**config.mk**
```make
export PLATFORM = sky130hd
export DESIGN_NAME = sre_ctrl
export DESIGN_NICKNAME = d
export VERILOG_FILES = /design/src/rtl/sre_pkg.sv /design/src/rtl/sre_ctrl.sv
export SDC_FILE = /design/constraint.sdc
export NUM_CORES = 1
export LEC_CHECK = 0
export BUFFER_PORTS_ARGS = -buffer_cell sky130_fd_sc_hd__buf_2
export CAP_MARGIN = 25
export CORE_AREA = 2 2 39 41
export CTS_CLUSTER_SIZE = 24
export DETAILED_ROUTE_END_ITERATION = 12
export DIE_AREA = 0 0 41 43
export RECOVER_POWER = 100
export SLEW_MARGIN = 15
export SYNTH_ARGS = -nofsm -noshare
export SYNTH_HDL_FRONTEND = slang
export SYNTH_SLANG_ARGS = --single-unit
```
**constraint.sdc**
```tcl
create_clock -name i_clk -period 1.9 [get_ports i_clk]
set_clock_uncertainty 0.05 [all_clocks]
set_input_delay 0.095 -clock i_clk [delete_from_list [all_inputs] [get_ports i_clk]]
set_output_delay 0.095 -clock i_clk [all_outputs]
set_load 0.01 [all_outputs]
```
**src/rtl/sre_pkg.sv**
```systemverilog
// Shared types and constants of the static range encoder.
// Depends on nothing; every other file refers to it by scoped names.
package sre_pkg;

    localparam int CNT_W     = 16;
    localparam int SYM_W     = 8;
    localparam int FUNC_W    = 2;
    localparam int LOW_W     = 64;
    localparam int RANGE_W   = 57;
    localparam int QLO_W     = 29;
    localparam int QHI_W     = RANGE_W - QLO_W;
    localparam int PROD_W    = CNT_W + QLO_W;
    localparam int DIV_STEPS = RANGE_W;
    localparam int DCNT_W    = $clog2(DIV_STEPS);
    localparam int BYTE_W    = 8;
    localparam int EMIT_W    = 4;

    localparam logic [RANGE_W-1:0] RANGE_INIT = RANGE_W'(1) << 56;
    localparam logic [CNT_W-1:0]   TOTAL_INIT = CNT_W'(1);

    localparam logic [FUNC_W-1:0] FUNC_LOAD  = 2'd0;
    localparam logic [FUNC_W-1:0] FUNC_ENC   = 2'd1;
    localparam logic [FUNC_W-1:0] FUNC_FLUSH = 2'd2;

    typedef enum logic [3:0] {
        ST_IDLE,
        ST_DIV,
        ST_MUL0,
        ST_MUL1,
        ST_MUL2,
        ST_MUL3,
        ST_MUL4,
        ST_RENORM,
        ST_FLUSH
    } t_state;

    typedef enum logic [2:0] {
        MP_NONE,
        MP_0,
        MP_1,
        MP_2,
        MP_3,
        MP_4
    } t_mul_ph;

    typedef struct packed {
        logic    wr_tbl;
        logic    rd_tbl;
        logic    start;
        logic    div_step;
        t_mul_ph mul_ph;
        logic    emit_renorm;
        logic    emit_flush;
        logic    flush_end;
    } t_dp_cmd;

    typedef struct packed {
        logic sym_ok;
        logic div_last;
        logic rng_small;
        logic emit_done;
        logic cnt_last;
        logic out_free;
    } t_dp_sts;

endpackage

```
**src/rtl/sre_ctrl.sv**
```systemverilog
// Sequencer of the static range encoder: accept, divide, multiply, emit.
// Depends on sre_pkg for state, command and status types.
module sre_ctrl (
    input  logic                       i_clk,
    input  logic                       i_rst_n,
    input  logic                       i_in_valid,
    input  logic [sre_pkg::FUNC_W-1:0] i_in_func,
    input  sre_pkg::t_dp_sts           i_sts,
    output logic                       o_in_ready,
    output sre_pkg::t_dp_cmd           o_cmd
);

    sre_pkg::t_state r_state;
    sre_pkg::t_state n_state;

    always_ff @(posedge i_clk) begin
        if (!i_rst_n) begin
            r_state <= sre_pkg::ST_IDLE;
        end else begin
            r_state <= n_state;
        end
    end

    always_comb begin
        n_state    = r_state;
        o_in_ready = 1'b0;
        o_cmd      = '0;
        o_cmd.mul_ph = sre_pkg::MP_NONE;
        unique case (r_state)
            sre_pkg::ST_IDLE: begin
                o_in_ready = 1'b1;
                if (i_in_valid) begin
                    if (i_in_func == sre_pkg::FUNC_LOAD) begin
                        o_cmd.wr_tbl = i_sts.sym_ok;
                    end else if (i_in_func == sre_pkg::FUNC_ENC) begin
                        if (i_sts.sym_ok) begin
                            o_cmd.rd_tbl = 1'b1;
                            o_cmd.start  = 1'b1;
                            n_state      = sre_pkg::ST_DIV;
                        end
                    end else if (i_in_func == sre_pkg::FUNC_FLUSH) begin
                        o_cmd.start = 1'b1;
                        n_state     = sre_pkg::ST_FLUSH;
                    end
                end
            end
            sre_pkg::ST_DIV: begin
                o_cmd.div_step = 1'b1;
                if (i_sts.div_last) begin
                    n_state = sre_pkg::ST_MUL0;
                end
            end
            sre_pkg::ST_MUL0: begin
                o_cmd.mul_ph = sre_pkg::MP_0;
                n_state      = sre_pkg::ST_MUL1;
            end
            sre_pkg::ST_MUL1: begin
                o_cmd.mul_ph = sre_pkg::MP_1;
                n_state      = sre_pkg::ST_MUL2;
            end
            sre_pkg::ST_MUL2: begin
                o_cmd.mul_ph = sre_pkg::MP_2;
                n_state      = sre_pkg::ST_MUL3;
            end
            sre_pkg::ST_MUL3: begin
                o_cmd.mul_ph = sre_pkg::MP_3;
                n_state      = sre_pkg::ST_MUL4;
            end
            sre_pkg::ST_MUL4: begin
                o_cmd.mul_ph = sre_pkg::MP_4;
                n_state      = sre_pkg::ST_RENORM;
            end
            sre_pkg::ST_RENORM: begin
                // recheck range after every byte; stop after eight bytes
                if (!i_sts.rng_small || i_sts.emit_done) begin
                    n_state = sre_pkg::ST_IDLE;
                end else if (i_sts.out_free) begin
                    o_cmd.emit_renorm = 1'b1;
                end
            end
            sre_pkg::ST_FLUSH: begin
                if (i_sts.out_free) begin
                    o_cmd.emit_flush = 1'b1;
                    if (i_sts.cnt_last) begin
                        o_cmd.flush_end = 1'b1;
                        n_state         = sre_pkg::ST_IDLE;
                    end
                end
            end
            default: begin
                n_state = sre_pkg::ST_IDLE;
            end
        endcase
    end

endmodule

```
==> flow_metrics.env, run 1 <==
export IMPL_irDropWorstVdd_v=0.000302
export IMPL_stdcell_area_um2=500
export IMPL_place_gp_congestion=0.725
export IMPL_syn_to_final_growth_pct=30.7
export IMPL_wire_per_inst_um=10.1
export IMPL_syn_inst=54
export IMPL_rr_startpoint="r_state[2]$_SDFFE_PN0P_"
export IMPL_coreArea_um2=1380
export IMPL_hp_class="in -> reg"
export IMPL_grt_pass1_vias=412
export IMPL_highest_layer="met3"
export IMPL_dp_cells=89
export IMPL_viasPerCell=4.85
export IMPL_numCtsBuffers=3
export IMPL_numClockSinks=4
export IMPL_fmax_ghz=0.584
export IMPL_yosysUniqueCellTypes=26
export IMPL_syn_avg_cell_area_um2=7.09
export IMPL_met3_length_um=76
export IMPL_diodes=0
export IMPL_wl_met2_um=402
export IMPL_final_common_cell="buf_2"
export IMPL_drive_gt1_frac=0.211
export IMPL_antenna_found_initial=0
export IMPL_dieHeight_um=43
export IMPL_die_x_um=41
export IMPL_drtPass1Iterations=4
export IMPL_path_clk_slew_ns=0.04
export IMPL_p_per_area_nw_per_um2=731
export IMPL_cts_root_buf="clkbuf_4"
export IMPL_cp_required_ns=1.75
export IMPL_drc=0
export IMPL_yosysTopAreaCellShare=0.209
export IMPL_regMostFlops="r_state"
export IMPL_p_leak_nw=0.209
export IMPL_period_share=0.900
export IMPL_grt_usage=0.134
export IMPL_m1WireLength_um=453
export IMPL_grt_max_degree=11
export IMPL_worst_pin_slew_ns=0.421
export IMPL_crit_path_end_kind="primary output"
export IMPL_syn_num_nets=67
export IMPL_status="finished clean"
export IMPL_routed_wl_um=931
export IMPL_drtIter0Drc=3
export IMPL_drtAntennaViolNets=0
export IMPL_grt_overflow_total=0
export IMPL_tns_ns=0
export IMPL_cp_arrival_ns=1.57
export IMPL_drv_slew=0
export IMPL_finalHoldViolations=0
export IMPL_ys_warn_count=0
export IMPL_cts_resized=0
export IMPL_timing_hold_ws_ns=0.0970
export IMPL_cp_startpoint="r_state[2]$_SDFFE_PN0P_"
export IMPL_drv_cap=0
export IMPL_critPathMaxFanout=10
export IMPL_reg_top3="r_state (4)"
export IMPL_die_area_um2=1760
export IMPL_r2r_slack_ns=0.23
export IMPL_worstHoldStart="i_rst_n"
export IMPL_worstPathCellList="nor4_2 -> nand2_1 -> nor3_1 -> clkbuf_1"
export IMPL_num_rows=14
export IMPL_vias=446
export IMPL_setup_violations_final=0
export IMPL_slew_headroom=0.717
export IMPL_grt_pass1_wl_mm=1.66
export IMPL_critical_path_class="reg -> out"
export IMPL_portBuffers=21
export IMPL_synth_top_cells_by_area="dfxtp_1 (21%), nand2_1 (9.8%), nor2_1 (6.9%), ha_1 (6.5%), o31a_1 (4.6%)"
export IMPL_crit_slowest_cell="nor4_2"
export IMPL_seq_area_frac_synth=0.209
export IMPL_postCtsSetupBuffers=0
export IMPL_largest_register_ffs=4
export IMPL_clock_path_buffers=2
export IMPL_cts_tree="built"
export IMPL_ys_ff_latch=4
export IMPL_synth_top_area_cell="dfxtp_1"
export IMPL_synth_area_um2=383
export IMPL_dpl_instance_area_um2=500
export IMPL_clk_insertion_delay_late_ns=0.23
export IMPL_initial_core_util=0.277
export IMPL_dpl_hpwl_um=744
export IMPL_fin_cells=92
export IMPL_cts_htree_levels=1
export IMPL_r2r_cells=4
export IMPL_cp_slowest_stage_delay_ns=0.42
export IMPL_final_cell_mix="buf_2 (12), nand2_1 (10), clkbuf_1 (10)"
export IMPL_nNetsFinal=91
export IMPL_post_route_util=0.362
export IMPL_num_io_pins=22
export IMPL_fin_crit_ns=1.71
export IMPL_start_kind="flop"
export IMPL_rr_endpoint="r_state[0]$_SDFFE_PN0P_"
export IMPL_cp_endpoint="o_cmd[8]"
export IMPL_hold_buffers=0
export IMPL_rsz0062_at_grt="no"
[worst max-delay path, delay by kind of cell, from the launching register on]
family        cells  cell delay, ns
buf+inv           1            0.17
flops             1            0.40
simple gates      3            0.75
[synth_stat cells]
master     count
nor4_1         1
nor2_1         7
or4_4          1
a21oi_1        2
nand2_1       10
buf_2          3
o21ai_1        1
o21a_1         1
a21oi_2        1
nand4b_1       1
nand3b_1       2
nor2b_1        1
xnor2_1        1
o311ai_0       1
nand3_1        1
o31a_1         2
mux2i_1        1
or4b_1         1
o2bb2ai_1      1
inv_1          3
and2_1         1
ha_1           2
nand2b_1       1
nor4_2         1
dfxtp_1        4
nor3_1         3
[through the flow]
| stage | worst slack (ns) | power [mW] |
|---|---|---|
| after floorplan | 0.346 | 0.229 |
| after global placement | 0.230 | 0.281 |
| after detailed placement | 0.200 | 0.282 |
| after CTS | 0.168 | 0.391 |
| after global routing | 0.0352 | 0.410 |
| final | 0.189 | 0.366 |
[kinds of logic after synthesis]
logic type,synth area share
compound gates,0.173
xor+xnor,0.0229
fa+ha+maj,0.0653
buf+inv,0.0686
flops,0.209
mux,0.0261
simple gates,0.435
[power by group]
part	leakage, nW	internal, mW	switching, mW
combinational	0.163	0.0690	0.0825
sequential	0.0324	0.0950	0.0171
clock	0.0138	0.0704	0.0318
[area by class of cell]
type	count	area, um2
fill	156	883
multi-input combinational	44	269
timing repair buffer	22	97.6
sequential	4	80.1
clock buffer	3	22.5
tap	16	20.0
inverter	3	11.3
[worst min path at each step]
stage	slack, ns	to	depth (start not counted)
2_1_floorplan	0.16	r_state[1]$_SDFFE_PN0P_	2
3_3_place_gp	0.34	r_state[2]$_SDFFE_PN0P_	2
3_5_place_dp	0.34	r_state[2]$_SDFFE_PN0P_	2
4_1_cts	0.08	r_state[2]$_SDFFE_PN0P_	2
5_1_grt	0.09	r_state[2]$_SDFFE_PN0P_	2
6_report	0.1	r_state[2]$_SDFFE_PN0P_	2
[routing by layer]
| metal | up-vias | GRT usage |
|---|---|---|
| li1 | 237 | - |
| met1 | 189 | 0.183 |
| met2 | 20 | 0.194 |
| met3 | 0 | 0.0314 |
| met4 | 0 | 0.0600 |
| met5 | - | 0 |
No activity file was read; power rests on OpenSTA's default activity.
==> run 2, diff against run 1 <==
Settings changed: PLACE_DENSITY set to 0.59.
==> run 2 against run 1 <==
Die area is the same. Clock-buffer cell count is the same. Highest routed layer unchanged. Routed wire length rose by 1.7%. Sequential share of layout area did not move. Critical path type unchanged. Register-to-register slack worse by 0.02 ns. Global-route usage down 0.21 points. Non-clock buffer count stayed put. Largest power group unchanged. Cell count stayed put. Flip-flop and latch count stayed put. Clock power about the same.
==> flow_metrics.env, run 2 (synthesis results as in run 1) <==
export IMPL_cts_resized=0
export IMPL_cts_tree="built"
export IMPL_critPathMaxFanout=10
export IMPL_regArea_um2=80.1
export IMPL_drv_cap=0
export IMPL_slew_headroom=0.731
export IMPL_cp_arrival_ns=1.54
export IMPL_die_area_um2=1760
export IMPL_portBuffers=21
export IMPL_final_cell_mix="buf_2 (12), nand2_1 (10), clkbuf_1 (10)"
export IMPL_reg_top3="r_state (4)"
export IMPL_p_leak_nw=0.209
export IMPL_die_x_um=41
export IMPL_grt_max_degree=11
export IMPL_wire_per_inst_um=10.3
export IMPL_finalHoldViolations=0
export IMPL_cts_root_buf="clkbuf_4"
export IMPL_drtAntennaViolNets=0
export IMPL_cp_required_ns=1.75
export IMPL_combPwrFrac=0.412
export IMPL_drtIter0Drc=3
export IMPL_numCtsBuffers=3
export IMPL_vias=445
export IMPL_postCtsSetupBuffers=0
export IMPL_grt_pass1_vias=387
export IMPL_worst_pin_slew_ns=0.400
export IMPL_period_share=0.889
export IMPL_cts_htree_levels=1
export IMPL_cp_buffers_inverters=1
export IMPL_dieHeight_um=43
export IMPL_largest_register_ffs=4
export IMPL_tns_ns=0
export IMPL_stdcell_area_um2=500
export IMPL_viasPerCell=4.84
export IMPL_multi_input_area_um2=269
export IMPL_crit_path_end_kind="primary output"
export IMPL_seqPwrFrac=0.306
export IMPL_grt_overflow_total=0
export IMPL_num_fill_cells=154
export IMPL_dpl_hpwl_um=763
export IMPL_diodes=0
export IMPL_nNetsFinal=91
export IMPL_clk_insertion_delay_late_ns=0.24
export IMPL_routed_wl_um=947
export IMPL_drc=0
export IMPL_status="finished clean"
export IMPL_num_rows=14
export IMPL_cp_startpoint="r_state[2]$_SDFFE_PN0P_"
export IMPL_num_io_pins=22
export IMPL_numClockSinks=4
export IMPL_clock_power_share=0.282
export IMPL_initial_core_util=0.277
export IMPL_path_clk_slew_ns=0.04
export IMPL_fin_crit_ns=1.69
export IMPL_fmax_ghz=0.592
export IMPL_drive_gt1_frac=0.211
export IMPL_irDropWorstVdd_v=0.000304
export IMPL_internal_power_mw=0.234
export IMPL_dpl_instance_area_um2=500
export IMPL_hp_class="in -> reg"
export IMPL_start_kind="flop"
export IMPL_switching_share=0.367
export IMPL_p_per_area_nw_per_um2=740
export IMPL_setup_violations_final=0
export IMPL_crit_slowest_cell="nor4_2"
export IMPL_critical_path_class="reg -> out"
export IMPL_rsz0062_at_grt="no"
export IMPL_grt_usage=0.132
export IMPL_place_gp_congestion=0.722
export IMPL_regMostFlops="r_state"
export IMPL_coreArea_um2=1380
export IMPL_grt_pass1_wl_mm=1.63
export IMPL_worstPathCellList="nor4_2 -> nand2_1 -> nor3_1 -> clkbuf_1"
export IMPL_drtPass1Iterations=4
export IMPL_final_common_cell="buf_2"
export IMPL_p_switching_mw=0.136
export IMPL_cpLargestDelayFamily="simple AND/OR/NAND/NOR gates"
export IMPL_drv_slew=0
export IMPL_worstHoldStart="i_rst_n"
export IMPL_cp_slowest_stage_delay_ns=0.40
export IMPL_rr_startpoint="r_state[2]$_SDFFE_PN0P_"
export IMPL_antenna_found_initial=0
export IMPL_syn_to_final_growth_pct=30.7
export IMPL_clock_path_buffers=2
export IMPL_hold_buffers=0
run 2: cell counts in the layout (fill, tap and decap cells not counted):
No cell type changed its count.
run 2: per-stage QoR:
step / worst slack, ns / util / instances / total power, mW / hold slack [ns]
5_1_grt: 0.0380 / 0.362 / 92 / 0.410 / 0.0914
6_report: 0.210 / 0.362 / 92 / 0.370 / 0.0965
4_1_cts: 0.210 / 0.378 / 92 / 0.390 / 0.0892
3_3_place_gp: 0.223 / 0.362 / 89 / 0.282 / 0.338
3_5_place_dp: 0.184 / 0.362 / 89 / 0.284 / 0.341
2_1_floorplan: 0.346 / - / 54 / 0.229 / 0.160
run 2: area by class of cell:
| class | count | share of cell area |
|---|---|---|
| Clock buffer | 3 | 0.0450 |
| Tap cell | 16 | 0.0400 |
| Timing Repair Buffer | 22 | 0.195 |
| Inverter | 3 | 0.0225 |
| Sequential cell | 4 | 0.160 |
| Multi-Input combinational cell | 44 | 0.538 |
run 2: path summary, 6_finish.rpt:
path	depth (start not counted)	endpoint	slack, ns
worst max-delay path	4	o_cmd[8]	0.21
worst max register to register	4	r_state[0]$_SDFFE_PN0P_	0.21
worst min register to register	2	r_state[0]$_SDFFE_PN0P_	0.54
worst min-delay path	2	r_state[2]$_SDFFE_PN0P_	0.1
run 2: power groups by stage:
stage / clock network, mW / registers, mW / logic [mW]
4_1_cts: 0.107 / 0.113 / 0.170
6_report: 0.104 / 0.113 / 0.153
2_1_floorplan: 0 / 0.104 / 0.125
3_3_place_gp: 0 / 0.114 / 0.168
3_5_place_dp: 0 / 0.114 / 0.169
5_1_grt: 0.120 / 0.116 / 0.174
run 2: per-layer routing:
metal,wire length [um],GRT usage
met5,0,0
met4,0,0.0600
met3,59,0.0366
met2,424,0.188
met1,463,0.179
==> run 3, diff against run 2 <==
Settings changed: BUFFER_PORTS_ARGS -buffer_cell sky130_fd_sc_hd__buf_2 to unset, DONT_BUFFER_PORTS set to 1, PLACE_DENSITY 0.59 to 0.45.
Clock period 1.9 ns to 1.8 ns, I/O delays scaled along.
==> run 3 against run 2 <==
Clock power rose by 8%. Worst setup slack got worse by 0.078 ns. Die area did not move. Sequential power increased by 11%. First-iteration DRC count grew to 3.7 times the previous value. Critical path type unchanged. Critical endpoint unchanged. Global-route usage about the same. Routed wire length down 4.4%. Combinational power about the same. Via count decreased by 14%. Register-to-register slack got worse by 0.08 ns.
==> flow_metrics.env, run 3 (synthesis results as in run 1) <==
export IMPL_final_common_cell="nand2_1"
export IMPL_internal_power_mw=0.248
export IMPL_setup_violations_final=0
export IMPL_syn_to_final_growth_pct=13.4
export IMPL_p_leak_nw=0.161
export IMPL_num_rows=14
export IMPL_drive_gt1_frac=0.127
export IMPL_fmax_ghz=0.599
export IMPL_slew_headroom=0.728
export IMPL_postCtsSetupBuffers=0
export IMPL_clk_insertion_delay_late_ns=0.24
export IMPL_combPwrFrac=0.392
export IMPL_switching_share=0.363
export IMPL_drtAntennaViolNets=0
export IMPL_rsz0062_at_grt="no"
export IMPL_p_per_area_nw_per_um2=899
export IMPL_critPathMaxFanout=8
export IMPL_num_io_pins=22
export IMPL_clock_power_share=0.288
export IMPL_drv_cap=0
export IMPL_seqPwrFrac=0.320
export IMPL_grt_pass1_wl_mm=1.55
export IMPL_routed_wl_um=905
export IMPL_antenna_found_initial=0
export IMPL_drv_slew=0
export IMPL_drtPass1Iterations=4
export IMPL_critical_path_class="reg -> out"
export IMPL_grt_pass1_vias=367
export IMPL_status="finished clean"
export IMPL_regMostFlops="r_state"
export IMPL_cp_required_ns=1.66
export IMPL_nNetsFinal=70
export IMPL_worst_pin_slew_ns=0.405
export IMPL_grt_overflow_total=0
export IMPL_cp_slowest_stage_delay_ns=0.47
export IMPL_cts_htree_levels=1
export IMPL_drtIter0Drc=11
export IMPL_finalHoldViolations=0
export IMPL_viasPerCell=5.37
export IMPL_period_share=0.927
export IMPL_drc=0
export IMPL_clock_path_buffers=2
export IMPL_dieHeight_um=43
export IMPL_numCtsBuffers=3
export IMPL_cp_arrival_ns=1.53
export IMPL_hp_class="in -> reg"
export IMPL_grt_max_degree=11
export IMPL_wire_per_inst_um=12.7
export IMPL_dpl_hpwl_um=688
export IMPL_portBuffers=0
export IMPL_irDropWorstVdd_v=0.000246
export IMPL_post_route_util=0.314
export IMPL_place_gp_congestion=0.653
export IMPL_reg_top3="r_state (4)"
export IMPL_multi_input_area_um2=290
export IMPL_die_area_um2=1760
export IMPL_cts_tree="built"
export IMPL_start_kind="flop"
export IMPL_diodes=0
export IMPL_vias=381
export IMPL_die_x_um=41
export IMPL_final_cell_mix="nand2_1 (10), nor2_1 (7), dfxtp_1 (4)"
export IMPL_largest_register_ffs=4
export IMPL_fin_crit_ns=1.67
export IMPL_grt_usage=0.132
export IMPL_p_switching_mw=0.142
export IMPL_cts_root_buf="clkbuf_4"
export IMPL_path_clk_slew_ns=0.03
export IMPL_crit_slowest_cell="nor4_4"
export IMPL_tns_ns=0
export IMPL_worstPathCellList="nor4_4 -> nand2_1 -> nor3_2"
export IMPL_initial_core_util=0.277
export IMPL_num_fill_cells=154
export IMPL_regArea_um2=80.1
export IMPL_coreArea_um2=1380
export IMPL_numClockSinks=4
export IMPL_crit_path_end_kind="primary output"
## run 3: cell types whose count changed in the layout (fill, tap and decap cells not counted), sizes merged
cell         delta
buf            -12
clkbuf         -10
dlygate4sd3     +1
## run 3: layer usage
metal / GRT usage / vias to the layer above / part of all wire
met5: 0 / - / 0
met4: 0.100 / 0 / 0.015
met3: 0.0314 / 2 / 0.067
met2: 0.172 / 17 / 0.47
met1: 0.179 / 170 / 0.45
li1: - / 192 / -
## run 3: timing repair
action | in CTS | in global routing
endpoints found under the hold margin | 4 | 0
gates cloned | 0 | 0
hold buffers | 1 | 0
pin swaps | 0 | 1
setup endpoints to repair | 2 | 1
gates resized for setup | 1 | 1
## run 3: area by class of cell
| class | instances | area share |
|---|---|---|
| Multi-Input combinational cell | 44 | 0.669 |
| Inverter | 3 | 0.0259 |
| Timing Repair Buffer | 1 | 0.0231 |
| Sequential cell | 4 | 0.184 |
| Clock buffer | 3 | 0.0519 |
| Tap cell | 16 | 0.0461 |
## run 3: path summary, 6_finish.rpt
path / slack [ns] / endpoint / start / depth (start not counted)
max: 0.13 / o_cmd[8] / r_state[0]$_SDFFE_PN0P_ / 3
min: 0.01 / r_state[3]$_SDFFE_PN0P_ / i_sts[0] / 2
max reg2reg: 0.13 / r_state[0]$_SDFFE_PN0P_ / r_state[1]$_SDFFE_PN0P_ / 4
min reg2reg: 0.56 / r_state[0]$_SDFFE_PN0P_ / r_state[0]$_SDFFE_PN0P_ / 2
## run 3: critical path: cells and delay by family, from the launching register on
| kind | cells | cell delay [ns] |
|---|---|---|
| flip-flops | 1 | 0.39 |
| AND/OR/NAND/NOR | 3 | 0.90 |
## run 3: per-stage QoR
step	hold slack [ns]	area, um2	cells	power, mW	setup WS (ns)
after CTS	0.00892	429	71	0.389	0.0300
after floorplan	0.155	383	54	0.242	0.246
after detailed placement	0.163	388	67	0.262	0.144
after global routing	0.0185	434	71	0.426	0.0222
after global placement	0.171	388	67	0.264	0.155
final	0.0142	434	71	0.390	0.132
## run 3: power by group through the flow
stage	clock (mW)	combinational (mW)	sequential [mW]
2_1_floorplan	0	0.132	0.110
3_3_place_gp	0	0.140	0.124
3_5_place_dp	0	0.139	0.123
4_1_cts	0.114	0.150	0.125
5_1_grt	0.128	0.171	0.127
6_report	0.112	0.153	0.125
